--- src/hw/rtl/dtcffr_pkg.sv ---
// Shared types and constants of the trouble code recorder with freeze frame.
package dtcffr_pkg;

  // Fixed field widths
  localparam int unsigned MASK_W       = 3;
  localparam int unsigned SEL_W        = 2;
  localparam int unsigned TRIG_W       = 2;
  localparam int unsigned STATUS_W     = 2;
  localparam int unsigned STATUS_VEC_W = 6;
  localparam int unsigned COUNT_VEC_W  = 24;

  // Action codes carried by an input word
  typedef enum logic [1:0] {
    ACT_CHECK        = 2'd0,
    ACT_CLEAR_ALL    = 2'd1,
    ACT_CLEAR_SENSOR = 2'd2
  } action_e;

  // Per-sensor trouble code status
  typedef enum logic [STATUS_W-1:0] {
    ST_NONE    = 2'd0,
    ST_ACTIVE  = 2'd1,
    ST_HISTORY = 2'd2
  } status_e;

  // Input word
  typedef struct packed {
    logic [1:0]        action;
    logic [MASK_W-1:0] critical_mask;
    logic [7:0]        speed;
    logic [13:0]       rpm;
    logic signed [7:0] temperature;
    logic [SEL_W-1:0]  sensor_select;
  } in_item_t;

  // Result word
  typedef struct packed {
    logic [STATUS_VEC_W-1:0] status_vector;
    logic [COUNT_VEC_W-1:0]  count_vector;
    logic                    frozen_valid;
    logic [TRIG_W-1:0]       frozen_trigger;
    logic [7:0]              frozen_speed;
    logic [13:0]             frozen_rpm;
    logic signed [7:0]       frozen_temperature;
  } out_item_t;

  // Freeze frame record
  typedef struct packed {
    logic              valid;
    logic [TRIG_W-1:0] trigger;
    logic [7:0]        speed;
    logic [13:0]       rpm;
    logic signed [7:0] temperature;
  } snap_t;

endpackage

--- src/hw/rtl/dtcffr_if.sv ---
// Valid/ready channel interfaces for the input and result words.
interface dtcffr_in_if;
  logic                 valid;
  logic                 ready;
  dtcffr_pkg::in_item_t payload;

  modport source (output valid, output payload, input ready);
  modport sink (input valid, input payload, output ready);
endinterface

interface dtcffr_out_if;
  logic                  valid;
  logic                  ready;
  dtcffr_pkg::out_item_t payload;

  modport source (output valid, output payload, input ready);
  modport sink (input valid, input payload, output ready);
endinterface

--- src/hw/rtl/dtcffr_update.sv ---
// Next-state logic of the recorder for one input word.
module dtcffr_update #(
  parameter int unsigned NUM_SENSORS = 3,
  parameter int unsigned COUNT_BITS  = 8
) (
  input  dtcffr_pkg::in_item_t            item_i,
  input  logic [dtcffr_pkg::MASK_W-1:0]   prev_i,
  input  dtcffr_pkg::status_e             status_i [NUM_SENSORS],
  input  logic [COUNT_BITS-1:0]           count_i  [NUM_SENSORS],
  input  dtcffr_pkg::snap_t               snap_i,
  output logic [dtcffr_pkg::MASK_W-1:0]   prev_o,
  output dtcffr_pkg::status_e             status_o [NUM_SENSORS],
  output logic [COUNT_BITS-1:0]           count_o  [NUM_SENSORS],
  output dtcffr_pkg::snap_t               snap_o
);

  // Sensors that can see a critical flag at all
  localparam int unsigned LIVE = (NUM_SENSORS < dtcffr_pkg::MASK_W) ?
                                 NUM_SENSORS : dtcffr_pkg::MASK_W;

  logic [NUM_SENSORS-1:0]        cur_vec;
  logic [NUM_SENSORS-1:0]        was_vec;
  logic [NUM_SENSORS-1:0]        rise_vec;
  logic [dtcffr_pkg::TRIG_W-1:0] first_rise;
  logic                          sel_ok;

  // Extract current and previous flags, find rising edges
  always_comb begin
    cur_vec = '0;
    was_vec = '0;
    for (int i = 0; i < LIVE; i++) begin
      cur_vec[i] = item_i.critical_mask[i];
      was_vec[i] = prev_i[i];
    end
    rise_vec = cur_vec & ~was_vec;
  end

  // Pick the lowest rising sensor as trigger
  always_comb begin
    first_rise = '0;
    for (int i = NUM_SENSORS - 1; i >= 0; i--) begin
      if (rise_vec[i]) begin
        first_rise = dtcffr_pkg::TRIG_W'(i);
      end
    end
  end

  assign sel_ok = int'(item_i.sensor_select) < NUM_SENSORS;

  // Apply the action
  always_comb begin
    prev_o   = prev_i;
    status_o = status_i;
    count_o  = count_i;
    snap_o   = snap_i;
    unique case (dtcffr_pkg::action_e'(item_i.action))
      dtcffr_pkg::ACT_CHECK: begin
        for (int i = 0; i < NUM_SENSORS; i++) begin
          if (cur_vec[i]) begin
            // count a new edge, saturating
            if (rise_vec[i] && (count_i[i] != {COUNT_BITS{1'b1}})) begin
              count_o[i] = count_i[i] + COUNT_BITS'(1);
            end
            status_o[i] = dtcffr_pkg::ST_ACTIVE;
          end else if (status_i[i] == dtcffr_pkg::ST_ACTIVE) begin
            status_o[i] = dtcffr_pkg::ST_HISTORY;
          end
        end
        // capture the freeze frame on the first edge
        if (!snap_i.valid && (|rise_vec)) begin
          snap_o.valid       = 1'b1;
          snap_o.trigger     = first_rise;
          snap_o.speed       = item_i.speed;
          snap_o.rpm         = item_i.rpm;
          snap_o.temperature = item_i.temperature;
        end
        prev_o = item_i.critical_mask;
      end
      dtcffr_pkg::ACT_CLEAR_ALL: begin
        prev_o = '0;
        for (int i = 0; i < NUM_SENSORS; i++) begin
          status_o[i] = dtcffr_pkg::ST_NONE;
          count_o[i]  = '0;
        end
        snap_o = '0;
      end
      dtcffr_pkg::ACT_CLEAR_SENSOR: begin
        for (int i = 0; i < NUM_SENSORS; i++) begin
          if (int'(item_i.sensor_select) == i) begin
            status_o[i] = dtcffr_pkg::ST_NONE;
            count_o[i]  = '0;
          end
        end
        // drop the frame if this sensor captured it
        if (sel_ok && snap_i.valid && (snap_i.trigger == item_i.sensor_select)) begin
          snap_o = '0;
        end
      end
      default: begin
        // unused action code: hold everything
      end
    endcase
  end

endmodule

--- src/hw/rtl/dtc_freeze_frame_recorder_unit.sv ---
// Top level of the trouble code recorder with a single freeze frame.
//
//   channel | dir | word             | accepted when
//   --------+-----+------------------+----------------------
//   in_i    | in  | action + snapshot| in_i.valid & in_i.ready
//   out_o   | out | status + frame   | out_o.valid & out_o.ready
//
// One word per cycle while out_o.ready keeps the result register free; each word
// passes through the input register, then the result register, and the result
// is set by the single update pass between them.
// Reset clears all records, the previous critical flags and both stage valids.
// The input stage takes a new word while the result register drains; with the
// result stalled, one more word waits in the input register and ready drops.
module dtc_freeze_frame_recorder_unit #(
  parameter int unsigned NUM_SENSORS = 3,
  parameter int unsigned COUNT_BITS  = 8
) (
  input  logic                clk_i,
  input  logic                rst_ni,
  dtcffr_in_if.sink           in_i,
  dtcffr_out_if.source        out_o
);

  localparam int unsigned SV_FULL_W = dtcffr_pkg::STATUS_W * NUM_SENSORS;
  localparam int unsigned SV_PAD_W  = (SV_FULL_W > dtcffr_pkg::STATUS_VEC_W) ?
                                      SV_FULL_W : dtcffr_pkg::STATUS_VEC_W;
  localparam int unsigned CV_FULL_W = COUNT_BITS * NUM_SENSORS;
  localparam int unsigned CV_PAD_W  = (CV_FULL_W > dtcffr_pkg::COUNT_VEC_W) ?
                                      CV_FULL_W : dtcffr_pkg::COUNT_VEC_W;

  logic                          in_valid_q;
  logic                          in_valid_d;
  dtcffr_pkg::in_item_t          in_item_q;
  logic                          out_valid_q;
  logic                          out_valid_d;
  dtcffr_pkg::out_item_t         out_item_q;
  dtcffr_pkg::out_item_t         out_item_d;
  logic                          out_free;
  logic                          advance;
  logic                          in_take;

  logic [dtcffr_pkg::MASK_W-1:0] prev_q;
  logic [dtcffr_pkg::MASK_W-1:0] prev_d;
  dtcffr_pkg::status_e           status_q [NUM_SENSORS];
  dtcffr_pkg::status_e           status_d [NUM_SENSORS];
  logic [COUNT_BITS-1:0]         count_q  [NUM_SENSORS];
  logic [COUNT_BITS-1:0]         count_d  [NUM_SENSORS];
  dtcffr_pkg::snap_t             snap_q;
  dtcffr_pkg::snap_t             snap_d;

  logic [SV_PAD_W-1:0]           sv_pad;
  logic [CV_PAD_W-1:0]           cv_pad;

  // Handshake: the input word moves on whenever the result register can take it
  assign out_free    = !out_valid_q || out_o.ready;
  assign advance     = in_valid_q && out_free;
  assign in_i.ready  = !in_valid_q || out_free;
  assign in_take     = in_i.valid && in_i.ready;
  assign in_valid_d  = in_take ? 1'b1 : (out_free ? 1'b0 : in_valid_q);
  assign out_valid_d = advance ? 1'b1 : (out_o.ready ? 1'b0 : out_valid_q);

  // Compute the record update for the word in the input register
  dtcffr_update #(
    .NUM_SENSORS (NUM_SENSORS),
    .COUNT_BITS  (COUNT_BITS)
  ) u_update (
    .item_i   (in_item_q),
    .prev_i   (prev_q),
    .status_i (status_q),
    .count_i  (count_q),
    .snap_i   (snap_q),
    .prev_o   (prev_d),
    .status_o (status_d),
    .count_o  (count_d),
    .snap_o   (snap_d)
  );

  // Pack the updated records into the result word, dropping overflow bits
  always_comb begin
    sv_pad = '0;
    cv_pad = '0;
    for (int i = 0; i < NUM_SENSORS; i++) begin
      sv_pad[dtcffr_pkg::STATUS_W*i +: dtcffr_pkg::STATUS_W] = status_d[i];
      cv_pad[COUNT_BITS*i +: COUNT_BITS]                     = count_d[i];
    end
    out_item_d.status_vector      = sv_pad[dtcffr_pkg::STATUS_VEC_W-1:0];
    out_item_d.count_vector       = cv_pad[dtcffr_pkg::COUNT_VEC_W-1:0];
    out_item_d.frozen_valid       = snap_d.valid;
    out_item_d.frozen_trigger     = snap_d.trigger;
    out_item_d.frozen_speed       = snap_d.speed;
    out_item_d.frozen_rpm         = snap_d.rpm;
    out_item_d.frozen_temperature = snap_d.temperature;
  end

  // Hold stage valids
  always_ff @(posedge clk_i or negedge rst_ni) begin
    if (!rst_ni) begin
      in_valid_q  <= 1'b0;
      out_valid_q <= 1'b0;
    end else begin
      in_valid_q  <= in_valid_d;
      out_valid_q <= out_valid_d;
    end
  end

  // Capture the input word
  always_ff @(posedge clk_i) begin
    if (in_take) begin
      in_item_q <= in_i.payload;
    end
  end

  // Load the result word
  always_ff @(posedge clk_i) begin
    if (advance) begin
      out_item_q <= out_item_d;
    end
  end

  // Advance the records once per word
  always_ff @(posedge clk_i or negedge rst_ni) begin
    if (!rst_ni) begin
      prev_q <= '0;
      snap_q <= '0;
      for (int i = 0; i < NUM_SENSORS; i++) begin
        status_q[i] <= dtcffr_pkg::ST_NONE;
        count_q[i]  <= '0;
      end
    end else if (advance) begin
      prev_q <= prev_d;
      snap_q <= snap_d;
      for (int i = 0; i < NUM_SENSORS; i++) begin
        status_q[i] <= status_d[i];
        count_q[i]  <= count_d[i];
      end
    end
  end

  assign out_o.valid   = out_valid_q;
  assign out_o.payload = out_item_q;

`ifndef NO_ASSERTIONS
  // An empty freeze frame reads as all zero
  a_empty_frame_zero : assert property (@(posedge clk_i) disable iff (!rst_ni)
    !snap_q.valid |-> (snap_q == '0))
    else $error("freeze frame not zero while empty");

  // The trigger always names an existing sensor
  a_trigger_in_range : assert property (@(posedge clk_i) disable iff (!rst_ni)
    snap_q.valid |-> (int'(snap_q.trigger) < NUM_SENSORS))
    else $error("freeze frame trigger out of range");

  // A clear-all word yields an all-zero result
  a_clear_all_zero : assert property (@(posedge clk_i) disable iff (!rst_ni)
    (advance && (in_item_q.action == dtcffr_pkg::ACT_CLEAR_ALL))
    |=> (out_valid_q && (out_item_q == '0)))
    else $error("clear-all result not zero");

  // Records change only when a word moves into the result register
  a_records_hold : assert property (@(posedge clk_i) disable iff (!rst_ni)
    !advance |=> ($stable(snap_q) && $stable(prev_q)))
    else $error("records changed without a word");
`endif

endmodule

--- src/flat_wrapper.sv ---
// flat-port wrapper written by rule: the top's interface ports become plain ports
module dtc_freeze_frame_recorder_unit_flat 
#(
  parameter int unsigned NUM_SENSORS = 3,
  parameter int unsigned COUNT_BITS  = 8
)
  (clk_i, rst_ni, in_i_valid, in_i_payload, in_i_ready, out_o_valid, out_o_payload, out_o_ready);
  dtcffr_in_if in_i_i ();
  dtcffr_out_if out_o_i ();
  input  logic clk_i;
  input  logic rst_ni;
  input wire logic [$bits(in_i_i.valid)-1:0] in_i_valid;
  input wire logic [$bits(in_i_i.payload)-1:0] in_i_payload;
  output wire logic [$bits(in_i_i.ready)-1:0] in_i_ready;
  output wire logic [$bits(out_o_i.valid)-1:0] out_o_valid;
  output wire logic [$bits(out_o_i.payload)-1:0] out_o_payload;
  input wire logic [$bits(out_o_i.ready)-1:0] out_o_ready;
  assign in_i_i.valid = in_i_valid;
  assign in_i_i.payload = in_i_payload;
  assign in_i_ready = in_i_i.ready;
  assign out_o_valid = out_o_i.valid;
  assign out_o_payload = out_o_i.payload;
  assign out_o_i.ready = out_o_ready;
  dtc_freeze_frame_recorder_unit #(.NUM_SENSORS(NUM_SENSORS), .COUNT_BITS(COUNT_BITS)) u_core (.clk_i(clk_i), .rst_ni(rst_ni), .in_i(in_i_i), .out_o(out_o_i));
endmodule
--- config.mk ---
export PLATFORM = sky130hd
export DESIGN_NAME = dtc_freeze_frame_recorder_unit_flat
export DESIGN_NICKNAME = d
export VERILOG_FILES = /design/src/hw/rtl/dtcffr_pkg.sv /design/src/hw/rtl/dtcffr_if.sv /design/src/hw/rtl/dtcffr_update.sv /design/src/hw/rtl/dtc_freeze_frame_recorder_unit.sv /design/src/flat_wrapper.sv
export SDC_FILE = /design/constraint.sdc
export NUM_CORES = 1
export LEC_CHECK = 0
export ABC_AREA = 1
export BUFFER_PORTS_ARGS = -buffer_cell sky130_fd_sc_hd__buf_4
export CORE_ASPECT_RATIO = 0.9
export CORE_MARGIN = 4
export CORE_UTILIZATION = 35
export DETAILED_ROUTE_END_ITERATION = 10
export GPL_ROUTABILITY_DRIVEN = 0
export HOLD_SLACK_MARGIN = 0.06
export SYNTH_ARGS = -nofsm -noshare
export SYNTH_HDL_FRONTEND = slang
export SYNTH_SLANG_ARGS = --single-unit
--- constraint.sdc ---
create_clock -name clk_i -period 7.35 [get_ports clk_i]
set_input_delay 0.3675 -clock clk_i [delete_from_list [all_inputs] [get_ports clk_i]]
set_output_delay 0.3675 -clock clk_i [all_outputs]
set_load 0.005 [all_outputs]
==> impl_metrics.prom, run 1 <==
# TYPE chip_impl_metric gauge
chip_impl_info{name="run_status",value="finished, final reports clean"} 1
chip_impl_metric{name="rrSetupSlack",unit="ns"} 4.50
chip_impl_metric{name="floorplan.io_pins",unit=""} 106
chip_impl_metric{name="total_leakage_power",unit="uW"} 0.004393
chip_impl_metric{name="synth_edf_count",unit=""} 100
chip_impl_metric{name="detail_route.wirelength.met1",unit="um"} 8724
chip_impl_metric{name="grt_first_pass_wirelength",unit="um"} 29450
chip_impl_metric{name="clock_tree.htree_level_count",unit=""} 4
chip_impl_metric{name="synth_sequential_area_ratio",unit=""} 0.6043
chip_impl_metric{name="final.min_clock_period",unit="ns"} 2.852
chip_impl_metric{name="cp_max_fo",unit=""} 88
chip_impl_metric{name="yosysWarnings",unit=""} 0
chip_impl_metric{name="detailroute.wirelength.met3",unit="um"} 1108
chip_impl_metric{name="gr-usage-all-layers",unit=""} 0.1500
chip_impl_metric{name="cts_inserted_buffers",unit=""} 17
chip_impl_metric{name="met2WireLength",unit="um"} 8087
chip_impl_metric{name="timing.critical_path.arrival",unit="ns"} 3.19
chip_impl_metric{name="grt-ovfl-total",unit=""} 0
chip_impl_metric{name="finalMaxSlewViolations",unit=""} 0
chip_impl_metric{name="power_density",unit="nW/um^2"} 307.8
chip_impl_metric{name="max-cap-violations",unit=""} 0
chip_impl_metric{name="period_share",unit=""} 0.3881
chip_impl_metric{name="synth.net_count",unit=""} 917
chip_impl_metric{name="ff_latch_area",unit="sq um"} 4705
chip_impl_metric{name="routed_wirelength",unit="um"} 18070
chip_impl_metric{name="clk_path_buf_depth",unit=""} 2
chip_impl_info{name="cp-start-kind",value="flop"} 1
chip_impl_metric{name="die_y",unit="um"} 149.5
chip_impl_metric{name="antenna_found_initial",unit=""} 0
chip_impl_metric{name="dp.final_hpwl",unit="um"} 11250
chip_impl_metric{name="start_util",unit=""} 0.3578
chip_impl_metric{name="cell_variety_after_synth",unit=""} 32
chip_impl_metric{name="setup-violations-final",unit=""} 0
chip_impl_info{name="synth_top_area_cell",value="sky130_fd_sc_hd__edfxtp_1"} 1
chip_impl_metric{name="grt_max_degree",unit=""} 89
chip_impl_metric{name="ctsResizeCount",unit=""} 0
chip_impl_metric{name="rows",unit=""} 51
chip_impl_metric{name="n_fill_cell",unit=""} 2156
chip_impl_metric{name="finalNetCount",unit=""} 1010
chip_impl_metric{name="die_width",unit="um"} 165.2
chip_impl_metric{name="synthesis.area_per_instance",unit="sq um"} 8.917
chip_impl_info{name="ys_dominant_reg_cell",value="sky130_fd_sc_hd__edfxtp_1"} 1
chip_impl_metric{name="worst-slew-pin-transition",unit="ns"} 1.025
chip_impl_info{name="grt_setup_unrepaired",value="no"} 1
chip_impl_info{name="end_kind",value="flop"} 1
chip_impl_metric{name="detail_route.first_pass.iterations",unit=""} 8
chip_impl_metric{name="ys_seq_elements",unit=""} 168
chip_impl_metric{name="proportion_of_layout_cells_with_a_drive_suffix_above_1",unit=""} 0.1645
chip_impl_metric{name="setup_total_negative_slack",unit="ns"} 0
chip_impl_info{name="synth.top_cells.by_area",value="sky130_fd_sc_hd__edfxtp_1 39%, sky130_fd_sc_hd__dfrtp_1 22%, sky130_fd_sc_hd__nand2_1 18%, sky130_fd_sc_hd__nand3_1 7.0%, sky130_fd_sc_hd__inv_1 3.1%"} 1
chip_impl_metric{name="finalPower",unit="uW"} 2905
chip_impl_metric{name="routedWlPerCell",unit="um"} 14.23
chip_impl_info{name="top_routing_layer_in_use",value="met4"} 1
chip_impl_metric{name="floorplan.core_area",unit="sq um"} 21760
chip_impl_metric{name="insertedDiodeCount",unit=""} 0
chip_impl_metric{name="report.final.hold_viol_count",unit=""} 0
chip_impl_metric{name="cts_setup_buffers",unit=""} 0
chip_impl_metric{name="cts_num_sinks",unit=""} 168
chip_impl_metric{name="vdd_drop_max",unit="mV"} 0.1746
chip_impl_metric{name="synthDominantCellAreaShare",unit=""} 0.3857
chip_impl_metric{name="fmax",unit="MHz"} 350.6
chip_impl_info{name="cts.root.buffer_cell",value="sky130_fd_sc_hd__clkbuf_16"} 1
chip_impl_metric{name="antenna_violating_nets_post_route",unit=""} 0
chip_impl_metric{name="grt_pass1_vias",unit=""} 5749
chip_impl_metric{name="instance_count_of_the_mapped_netlist",unit=""} 873
chip_impl_metric{name="relative_slew_slack",unit=""} 0.3144
chip_impl_metric{name="post-route-drc-count",unit=""} 0
chip_impl_metric{name="area_delta_synth_final",unit="%"} 21.25
chip_impl_metric{name="post_synth_instance_area",unit="sq um"} 7785
chip_impl_info{name="synth_most_common_cell",value="sky130_fd_sc_hd__nand2_1"} 1
chip_impl_info{name="critPathKind",value="reg2reg"} 1
chip_impl_metric{name="vias_per_cell",unit=""} 4.786
chip_impl_metric{name="number_of_vias_in_the_routed_layout",unit=""} 6078
chip_impl_metric{name="die-area",unit="sq um"} 24700
chip_impl_metric{name="port_buffers",unit=""} 105
chip_impl_info{name="synth_common_cells",value="369 x sky130_fd_sc_hd__nand2_1, 109 x sky130_fd_sc_hd__nand3_1, 100 x sky130_fd_sc_hd__edfxtp_1"} 1
chip_impl_info{name="cts_tree",value="yes"} 1
chip_impl_metric{name="worst_setup_hold_path_clk_slew",unit="ns"} 0.06
chip_impl_metric{name="skew",unit="ns"} 0.007862
chip_impl_metric{name="multiInputGateArea",unit="sq um"} 2659
chip_impl_metric{name="cts.hold.buffers_added",unit=""} 0
chip_impl_metric{name="drtIter0Drc",unit=""} 525
chip_impl_metric{name="synthArstFlopShare",unit=""} 0.4048
chip_impl_metric{name="worstPathRequired",unit="ns"} 7.68
chip_impl_info{name="holdCritPathClass",value="in2async"} 1
chip_impl_metric{name="clk_latency",unit="ns"} 0.42
## path summary, 6_finish.rpt
| path | cells past startpoint | startpoint | to |
|---|---|---|---|
| min in group clk_i | 1 | in_i_payload[10] | u_core.in_item_q[10]$_DFFE_PP_ |
| max in group asynchronous | 1 | rst_ni | u_core.snap_q[7]$_DFFE_PN0P_ |
| min reg2reg | 2 | u_core.snap_q[6]$_DFFE_PN0P_ | u_core.snap_q[6]$_DFFE_PN0P_ |
| max reg2reg | 7 | u_core.out_o.valid$_DFFE_PN0P_ | u_core.prev_q[1]$_DFFE_PN0P_ |
| min | 1 | rst_ni | u_core.count_q[10]$_DFFE_PN0P_ |
| max | 7 | u_core.out_o.valid$_DFFE_PN0P_ | u_core.prev_q[1]$_DFFE_PN0P_ |
## cells in the final DEF, fill, tap and decap left out, types with 3 or more instances in the layout
master                         n
sky130_fd_sc_hd__o21ai_0       8
sky130_fd_sc_hd__inv_1        63
sky130_fd_sc_hd__edfxtp_1    100
sky130_fd_sc_hd__nand3_1     108
sky130_fd_sc_hd__a21oi_1       4
sky130_fd_sc_hd__clkinvlp_4    5
sky130_fd_sc_hd__inv_2         9
sky130_fd_sc_hd__nor2_1       17
sky130_fd_sc_hd__xor2_1        3
sky130_fd_sc_hd__ha_1          3
sky130_fd_sc_hd__xnor2_1       3
sky130_fd_sc_hd__o21ai_1      34
sky130_fd_sc_hd__o22ai_1       5
sky130_fd_sc_hd__buf_4       109
sky130_fd_sc_hd__nand2_2       4
sky130_fd_sc_hd__nand4_1       9
sky130_fd_sc_hd__clkbuf_16    17
sky130_fd_sc_hd__nand3_2       3
sky130_fd_sc_hd__a21boi_1     17
sky130_fd_sc_hd__bufinv_16     4
sky130_fd_sc_hd__nand2_1     367
sky130_fd_sc_hd__dfrtp_1      68
## per-stage QoR
step             util  hold WS [ns]  cell area, sq um  std cells  setup slack (ns)
2_1_floorplan       -       0.07191              7785        873             4.284
3_3_place_gp   0.4056        0.4847              8826       1238             4.465
3_5_place_dp   0.4056        0.4880              8826       1238             4.406
4_1_cts        0.4338       0.09773              9439       1270             4.473
5_1_grt        0.4338       0.09121              9439       1270             4.216
6_report       0.4338        0.1067              9439       1270             4.498
## flip-flops by register name, summed over array words and instances, names as in the netlist
name,flops
u_core.prev_q,3
u_core.snap_q,33
u_core.out_o.valid,1
u_core.in_valid_q,1
u_core.in_item_q,37
u_core.count_q,24
u_core.out_o.payload,63
u_core.status_q,6
## metal layers
metal,up-vias,GRT usage
met1,2850,0.2191
met5,-,0
met3,11,0.03856
met2,166,0.2255
met4,0,0.03326
li1,3051,-
## final cells by class
| class | instances | share of cell area |
|---|---|---|
| inverter | 74 | 0.02969 |
| clock buffer | 19 | 0.04586 |
| timing repair buffer | 109 | 0.08669 |
| clock inverter | 13 | 0.01909 |
| sequential | 168 | 0.4984 |
| tap | 291 | 0.03857 |
| multi-input combinational | 596 | 0.2817 |
## kinds of logic (layout without fill, tap and decap cells)
| family | after synthesis | in the layout | synth area share |
|---|---|---|---|
| adders and majority gates | 3 | 3 | 0.004822 |
| DFF | 168 | 168 | 0.6043 |
| and+or+nand+nor | 515 | 515 | 0.2739 |
| buffers and inverters | 109 | 215 | 0.05545 |
| AOI/OAI and AO/OA | 72 | 72 | 0.05481 |
| xor gates and xnor gates | 6 | 6 | 0.006751 |
## worst max-delay path, cell delays in order (launching register included)
cell,delay (ns)
sky130_fd_sc_hd__dfrtp_1,0.39
sky130_fd_sc_hd__nand2_1,0.10
sky130_fd_sc_hd__nand2_2,0.04
sky130_fd_sc_hd__buf_4,0.33
sky130_fd_sc_hd__inv_4,0.52
sky130_fd_sc_hd__buf_4,0.85
sky130_fd_sc_hd__nand2_1,0.24
sky130_fd_sc_hd__o22ai_1,0.20
## report_power, final
| part | switching (uW) | internal (uW) |
|---|---|---|
| sequential | 120 | 1210 |
| combinational | 398 | 246 |
| clock | 364 | 566 |
No activity file was read; power rests on OpenSTA's default activity.
==> inputs of run 2 (changes only) <==
Clock period 7.35 ns to 2.75 ns, I/O delays scaled along.
==> impl_metrics.prom, run 2 (same netlist as run 1, synthesis figures left out) <==
# TYPE chip_impl_metric gauge
chip_impl_info{name="run_status",value="finished, final reports clean"} 1
chip_impl_metric{name="dpl.cell_count",unit=""} 1244
chip_impl_metric{name="floorplan.io_pins",unit=""} 106
chip_impl_info{name="critPathKind",value="reg2reg"} 1
chip_impl_metric{name="final.min_clock_period",unit="ns"} 1.835
chip_impl_info{name="layout.cells.most_common",value="sky130_fd_sc_hd__nand2_1"} 1
chip_impl_metric{name="relative_slew_slack",unit=""} 0.3492
chip_impl_metric{name="timing.critical_path.arrival",unit="ns"} 2.01
chip_impl_metric{name="setup-violations-final",unit=""} 0
chip_impl_metric{name="period_share",unit=""} 0.6673
chip_impl_metric{name="antenna_violating_nets_post_route",unit=""} 0
chip_impl_metric{name="largest_register_ffs",unit=""} 63
chip_impl_info{name="cts.root.buffer_cell",value="sky130_fd_sc_hd__clkbuf_16"} 1
chip_impl_metric{name="routed_wirelength",unit="um"} 18330
chip_impl_metric{name="switching_power",unit="uW"} 2397
chip_impl_metric{name="grt_first_pass_wirelength",unit="um"} 29720
chip_impl_metric{name="rows",unit=""} 51
chip_impl_metric{name="area_delta_synth_final",unit="%"} 26.92
chip_impl_metric{name="post-route-drc-count",unit=""} 0
chip_impl_metric{name="proportion_of_layout_cells_with_a_drive_suffix_above_1",unit=""} 0.1649
chip_impl_metric{name="grt-ovfl-total",unit=""} 0
chip_impl_metric{name="worst_path_largest_cell_delay",unit="ns"} 0.41
chip_impl_metric{name="worst_setup_hold_path_clk_slew",unit="ns"} 0.07
chip_impl_metric{name="drtIter0Drc",unit=""} 425
chip_impl_metric{name="power_density",unit="nW/um^2"} 773.2
chip_impl_metric{name="max-cap-violations",unit=""} 0
chip_impl_metric{name="power_frac_comb",unit=""} 0.237
chip_impl_metric{name="hold_slack",unit="ns"} 0.4016
chip_impl_metric{name="ctsResizeCount",unit=""} 0
chip_impl_metric{name="vias_per_cell",unit=""} 4.710
chip_impl_metric{name="gr-usage-all-layers",unit=""} 0.1532
chip_impl_metric{name="dp.final_hpwl",unit="um"} 11270
chip_impl_metric{name="report.final.hold_viol_count",unit=""} 0
chip_impl_metric{name="cts_inserted_buffers",unit=""} 17
chip_impl_metric{name="die_width",unit="um"} 165.2
chip_impl_info{name="layout.cells.most_common_list",value="367 x sky130_fd_sc_hd__nand2_1, 112 x sky130_fd_sc_hd__buf_4, 108 x sky130_fd_sc_hd__nand3_1, 100 x sky130_fd_sc_hd__edfxtp_1, 68 x sky130_fd_sc_hd__dfrtp_1"} 1
chip_impl_metric{name="clk_latency",unit="ns"} 0.42
chip_impl_metric{name="finalMaxSlewViolations",unit=""} 0
chip_impl_metric{name="cts_num_sinks",unit=""} 168
chip_impl_metric{name="swShare",unit=""} 0.3137
chip_impl_info{name="end_kind",value="flop"} 1
chip_impl_metric{name="cts.hold.buffers_added",unit=""} 41
chip_impl_metric{name="clock_tree.htree_level_count",unit=""} 4
chip_impl_metric{name="pwr-share-seq",unit=""} 0.464
chip_impl_metric{name="number_of_vias_in_the_routed_layout",unit=""} 6199
chip_impl_metric{name="worstPathRequired",unit="ns"} 2.92
chip_impl_metric{name="routedWlPerCell",unit="um"} 13.93
chip_impl_metric{name="power_share_of_the_clock_group",unit=""} 0.299
chip_impl_metric{name="grt_pass1_vias",unit=""} 5686
chip_impl_metric{name="layout.cells.non_filler",unit=""} 1316
chip_impl_metric{name="port_buffers",unit=""} 105
chip_impl_info{name="holdCritPathClass",value="in2async"} 1
chip_impl_info{name="timing.critical_path.cells",value="nand2_1 -> nand3_2 -> nand2_2 -> buf_4 -> nand2_1 -> a21boi_1"} 1
chip_impl_metric{name="antenna_found_initial",unit=""} 0
chip_impl_metric{name="fmax",unit="MHz"} 544.9
chip_impl_metric{name="die_y",unit="um"} 149.5
chip_impl_info{name="grt_setup_unrepaired",value="no"} 1
chip_impl_info{name="cts_tree",value="yes"} 1
chip_impl_metric{name="n_fill_cell",unit=""} 2075
chip_impl_metric{name="vdd_drop_max",unit="mV"} 0.3310
chip_impl_metric{name="die-area",unit="sq um"} 24700
chip_impl_info{name="cp-start-kind",value="flop"} 1
chip_impl_info{name="crit_slowest_cell",value="sky130_fd_sc_hd__edfxtp_1"} 1
chip_impl_metric{name="insertedDiodeCount",unit=""} 0
chip_impl_metric{name="start_util",unit=""} 0.3578
chip_impl_metric{name="cts_setup_buffers",unit=""} 0
chip_impl_metric{name="worst-slew-pin-transition",unit="ns"} 0.9761
chip_impl_metric{name="fin_area",unit="sq um"} 9881
chip_impl_metric{name="setup_total_negative_slack",unit="ns"} 0
chip_impl_metric{name="floorplan.core_area",unit="sq um"} 21760
chip_impl_metric{name="total_leakage_power",unit="uW"} 0.004587
chip_impl_metric{name="skew",unit="ns"} 0.008003
chip_impl_metric{name="cp_max_fo",unit=""} 24
chip_impl_metric{name="grt_max_degree",unit=""} 69
chip_impl_metric{name="finalNetCount",unit=""} 1057
chip_impl_metric{name="place_area",unit="sq um"} 8909
chip_impl_info{name="crit_path_most_repeated_cell",value="sky130_fd_sc_hd__nand2_1"} 1
chip_impl_metric{name="detail_route.first_pass.iterations",unit=""} 5
chip_impl_metric{name="internal_power",unit="uW"} 5243
chip_impl_metric{name="clk_path_buf_depth",unit=""} 2
## run 2: cell count changes in the layout (fill, tap and decap cells not counted), moves of 3 or more
cell,previous run,this run
sky130_fd_sc_hd__dlygate4sd3_1,0,41
sky130_fd_sc_hd__buf_12,0,3
sky130_fd_sc_hd__clkinv_4,1,4
sky130_fd_sc_hd__buf_4,109,112
sky130_fd_sc_hd__bufinv_16,4,1
## run 2: path summary, 6_finish.rpt
path / startpoint / endpoint / slack (ns) / cells past startpoint
setup reg to reg: u_core.in_item_q[32]$_DFFE_PP_ / u_core.out_o.payload[7]$_DFFE_PP_ / 0.91 / 6
min in group clk_i: in_i_payload[8] / u_core.in_item_q[8]$_DFFE_PP_ / 0.42 / 2
hold reg to reg: u_core.snap_q[4]$_DFFE_PN0P_ / u_core.snap_q[4]$_DFFE_PN0P_ / 0.51 / 2
hold / removal: rst_ni / u_core.count_q[11]$_DFFE_PN0P_ / 0.40 / 2
max in group asynchronous: rst_ni / u_core.snap_q[15]$_DFFE_PN0P_ / 1.71 / 2
setup / recovery: u_core.in_item_q[32]$_DFFE_PP_ / u_core.out_o.payload[7]$_DFFE_PP_ / 0.91 / 6
## run 2: stage by stage
step	util	worst slack [ns]	power (uW)
floorplan	-	0.7155	4663
global placement	0.4094	0.9663	5328
detailed placement	0.4094	0.9065	5371
CTS	0.4541	0.8978	7722
global route	0.4541	0.7779	8124
finish	0.4541	0.9149	7640
## run 2: metal layers
layer / global-route usage / share of wire
met5: 0 / 0
met4: 0.03950 / 0.011
met1: 0.2222 / 0.49
met2: 0.2345 / 0.46
met3: 0.03277 / 0.042
## run 2: critical path, delay by kind of cell (launching register included)
| kind | cells | cell delay (ns) |
|---|---|---|
| buffers and inverters | 1 | 0.30 |
| AOI/OAI and AO/OA | 1 | 0.14 |
| DFF | 1 | 0.41 |
| and+or+nand+nor | 4 | 0.73 |
## run 2: final cells by class
type	instances	area, sq um	share of cell area
repair buffers	156	1311	0.1327
clock buffers	18	439.2	0.04445
inverters	74	280.3	0.02837
flip-flops and latches	168	4705	0.4761
multi-input cells	596	2659	0.2691
well taps	291	364.1	0.03685
clock inverters	13	122.6	0.01241
## run 2: power groups by stage
| stage | clock [uW] | sequential [uW] | combinational [uW] |
|---|---|---|---|
| after floorplan | 0 | 3530 | 1140 |
| after CTS | 2340 | 3550 | 1840 |
| after global routing | 2450 | 3610 | 2070 |
| after global placement | 0 | 3590 | 1740 |
| final | 2280 | 3550 | 1810 |
| after detailed placement | 0 | 3590 | 1780 |
==> inputs of run 3 (changes only) <==
Clock period 2.75 ns to 1.58 ns, I/O delays scaled along.
==> impl_metrics.prom, run 3 (same netlist as run 1, synthesis figures left out) <==
# TYPE chip_impl_metric gauge
chip_impl_info{name="run_status",value="finished, final reports clean"} 1
chip_impl_metric{name="die_y",unit="um"} 149.5
chip_impl_metric{name="rows",unit=""} 51
chip_impl_info{name="cp-start-kind",value="flop"} 1
chip_impl_metric{name="post-route-drc-count",unit=""} 0
chip_impl_metric{name="number_of_vias_in_the_routed_layout",unit=""} 6462
chip_impl_metric{name="die_width",unit="um"} 165.2
chip_impl_metric{name="grt_pass1_vias",unit=""} 5992
chip_impl_metric{name="die-area",unit="sq um"} 24700
chip_impl_info{name="critPathKind",value="reg2reg"} 1
chip_impl_metric{name="relative_slew_slack",unit=""} 0.7254
chip_impl_metric{name="place_area",unit="sq um"} 9223
chip_impl_metric{name="grt_max_degree",unit=""} 69
chip_impl_metric{name="proportion_of_layout_cells_with_a_drive_suffix_above_1",unit=""} 0.2120
chip_impl_metric{name="detail_route.first_pass.iterations",unit=""} 6
chip_impl_metric{name="fin_area",unit="sq um"} 10410
chip_impl_metric{name="worst_setup_hold_path_clk_slew",unit="ns"} 0.07
chip_impl_metric{name="gr-usage-all-layers",unit=""} 0.1594
chip_impl_metric{name="final.min_clock_period",unit="ns"} 1.550
chip_impl_metric{name="total_leakage_power",unit="uW"} 0.004846
chip_impl_metric{name="max-cap-violations",unit=""} 0
chip_impl_metric{name="finalNetCount",unit=""} 1097
chip_impl_metric{name="vias_per_cell",unit=""} 4.762
chip_impl_metric{name="drtIter0Drc",unit=""} 514
chip_impl_info{name="cts_tree",value="yes"} 1
chip_impl_info{name="layout.cells.most_common",value="sky130_fd_sc_hd__nand2_1"} 1
chip_impl_metric{name="hold_slack",unit="ns"} 0.2020
chip_impl_metric{name="finalPower",unit="uW"} 13730
chip_impl_metric{name="floorplan.core_area",unit="sq um"} 21760
chip_impl_metric{name="vdd_drop_max",unit="mV"} 0.6433
chip_impl_metric{name="power_density",unit="nW/um^2"} 1319
chip_impl_metric{name="setup-violations-final",unit=""} 0
chip_impl_metric{name="port_buffers",unit=""} 105
chip_impl_metric{name="cp_max_fo",unit=""} 6
chip_impl_metric{name="start_util",unit=""} 0.3578
chip_impl_metric{name="routedWlPerCell",unit="um"} 14.23
chip_impl_metric{name="floorplan.io_pins",unit=""} 106
chip_impl_info{name="layout.cells.most_common_list",value="361 x sky130_fd_sc_hd__nand2_1, 138 x sky130_fd_sc_hd__buf_4, 104 x sky130_fd_sc_hd__nand3_1, 100 x sky130_fd_sc_hd__edfxtp_1, 68 x sky130_fd_sc_hd__dfrtp_1"} 1
chip_impl_metric{name="period_share",unit=""} 0.9809
chip_impl_info{name="end_kind",value="flop"} 1
chip_impl_metric{name="cts_inserted_buffers",unit=""} 17
chip_impl_metric{name="largest_register_ffs",unit=""} 63
chip_impl_metric{name="timing.reg2reg.worst_path_depth",unit=""} 8
chip_impl_metric{name="fmax",unit="MHz"} 645.2
chip_impl_metric{name="grt_first_pass_wirelength",unit="um"} 30900
chip_impl_metric{name="finalMaxSlewViolations",unit=""} 0
chip_impl_metric{name="clock_tree.htree_level_count",unit=""} 4
chip_impl_metric{name="insertedDiodeCount",unit=""} 0
chip_impl_metric{name="worstPathRequired",unit="ns"} 1.76
chip_impl_metric{name="timing.critical_path.arrival",unit="ns"} 1.73
chip_impl_metric{name="report.final.hold_viol_count",unit=""} 0
chip_impl_metric{name="grt-ovfl-total",unit=""} 0
chip_impl_metric{name="skew",unit="ns"} 0.006515
chip_impl_metric{name="area_delta_synth_final",unit="%"} 33.69
chip_impl_metric{name="cts_num_sinks",unit=""} 168
chip_impl_metric{name="routed_wirelength",unit="um"} 19310
chip_impl_info{name="grt_setup_unrepaired",value="yes"} 1
chip_impl_metric{name="dp.final_hpwl",unit="um"} 12210
chip_impl_metric{name="antenna_found_initial",unit=""} 0
chip_impl_metric{name="clk_latency",unit="ns"} 0.43
chip_impl_metric{name="antenna_violating_nets_post_route",unit=""} 0
chip_impl_info{name="cts.root.buffer_cell",value="sky130_fd_sc_hd__clkbuf_16"} 1
chip_impl_info{name="holdCritPathClass",value="in2async"} 1
chip_impl_metric{name="worst-slew-pin-transition",unit="ns"} 0.4119
chip_impl_metric{name="clk_path_buf_depth",unit=""} 2
-- run 3: critical path, stage by stage, from the launching register on --
cell and delay (ns):
sky130_fd_sc_hd__dfrtp_1 0.36, sky130_fd_sc_hd__ha_2 0.20, sky130_fd_sc_hd__nand2_2 0.06, sky130_fd_sc_hd__nor2_2 0.12, sky130_fd_sc_hd__nand2_1 0.09, sky130_fd_sc_hd__nand2_2 0.11
sky130_fd_sc_hd__inv_4 0.06, sky130_fd_sc_hd__a21o_1 0.16, sky130_fd_sc_hd__and2_1 0.14
-- run 3: layer usage --
metal | vias to the layer above | global-route usage | wire [um] | part of all wire
met3 | 14 | 0.03911 | 921 | 0.048
met1 | 3064 | 0.2245 | 9360 | 0.48
met5 | - | 0 | 0 | 0
met2 | 145 | 0.2500 | 8863 | 0.46
met4 | 0 | 0.03659 | 162 | 0.0084
li1 | 3239 | - | - | -
-- run 3: layout make-up --
cell class / instances / area, sq um
Clock buffer: 19 / 442.9
Clock inverter: 13 / 120.1
Fill cell: 1968 / 11350
Inverter: 74 / 291.5
Multi-Input combinational cell: 597 / 2744
Sequential cell: 168 / 4705
Tap cell: 291 / 364.1
Timing Repair Buffer: 195 / 1740
-- run 3: timing repair --
item | in CTS | in global routing
hold endpoints to repair | 107 | 0
cloned | 0 | 2
setup buffers | 2 | 8
pin swaps | 0 | 8
gates resized for setup | 0 | 30
hold buffers | 41 | 0
endpoints found under the setup margin | 1 | 59
-- run 3: final timing paths --
path,start,end,slack (ns)
min in group clk_i,in_i_payload[3],u_core.in_item_q[3]$_DFFE_PP_,0.36
worst min register to register,u_core.snap_q[23]$_DFFE_PN0P_,u_core.snap_q[23]$_DFFE_PN0P_,0.51
worst max-delay path,u_core.count_q[16]$_DFFE_PN0P_,u_core.out_o.payload[38]$_DFFE_PP_,0.03
worst max register to register,u_core.count_q[16]$_DFFE_PN0P_,u_core.out_o.payload[38]$_DFFE_PP_,0.03
max in group asynchronous,rst_ni,u_core.snap_q[24]$_DFFE_PN0P_,1.03
worst min-delay path,rst_ni,u_core.count_q[11]$_DFFE_PN0P_,0.20
-- run 3: per-stage QoR --
step / setup slack [ns] / cells / setup TNS [ns] / utilization
4_1_cts: 0.01268 / 1347 / 0 / 0.4693
2_1_floorplan: 0.04311 / 873 / 0 / -
3_5_place_dp: 0.001828 / 1272 / 0 / 0.4238
6_report: 0.03013 / 1357 / 0 / 0.4783
5_1_grt: -0.05958 / 1357 / -0.4598 / 0.4783
3_3_place_gp: 0.03866 / 1272 / 0 / 0.4238
-- run 3: where the power goes --
part	internal, uW	switching [uW]
clock network	2230	1770
logic	1560	2030
registers	5620	517
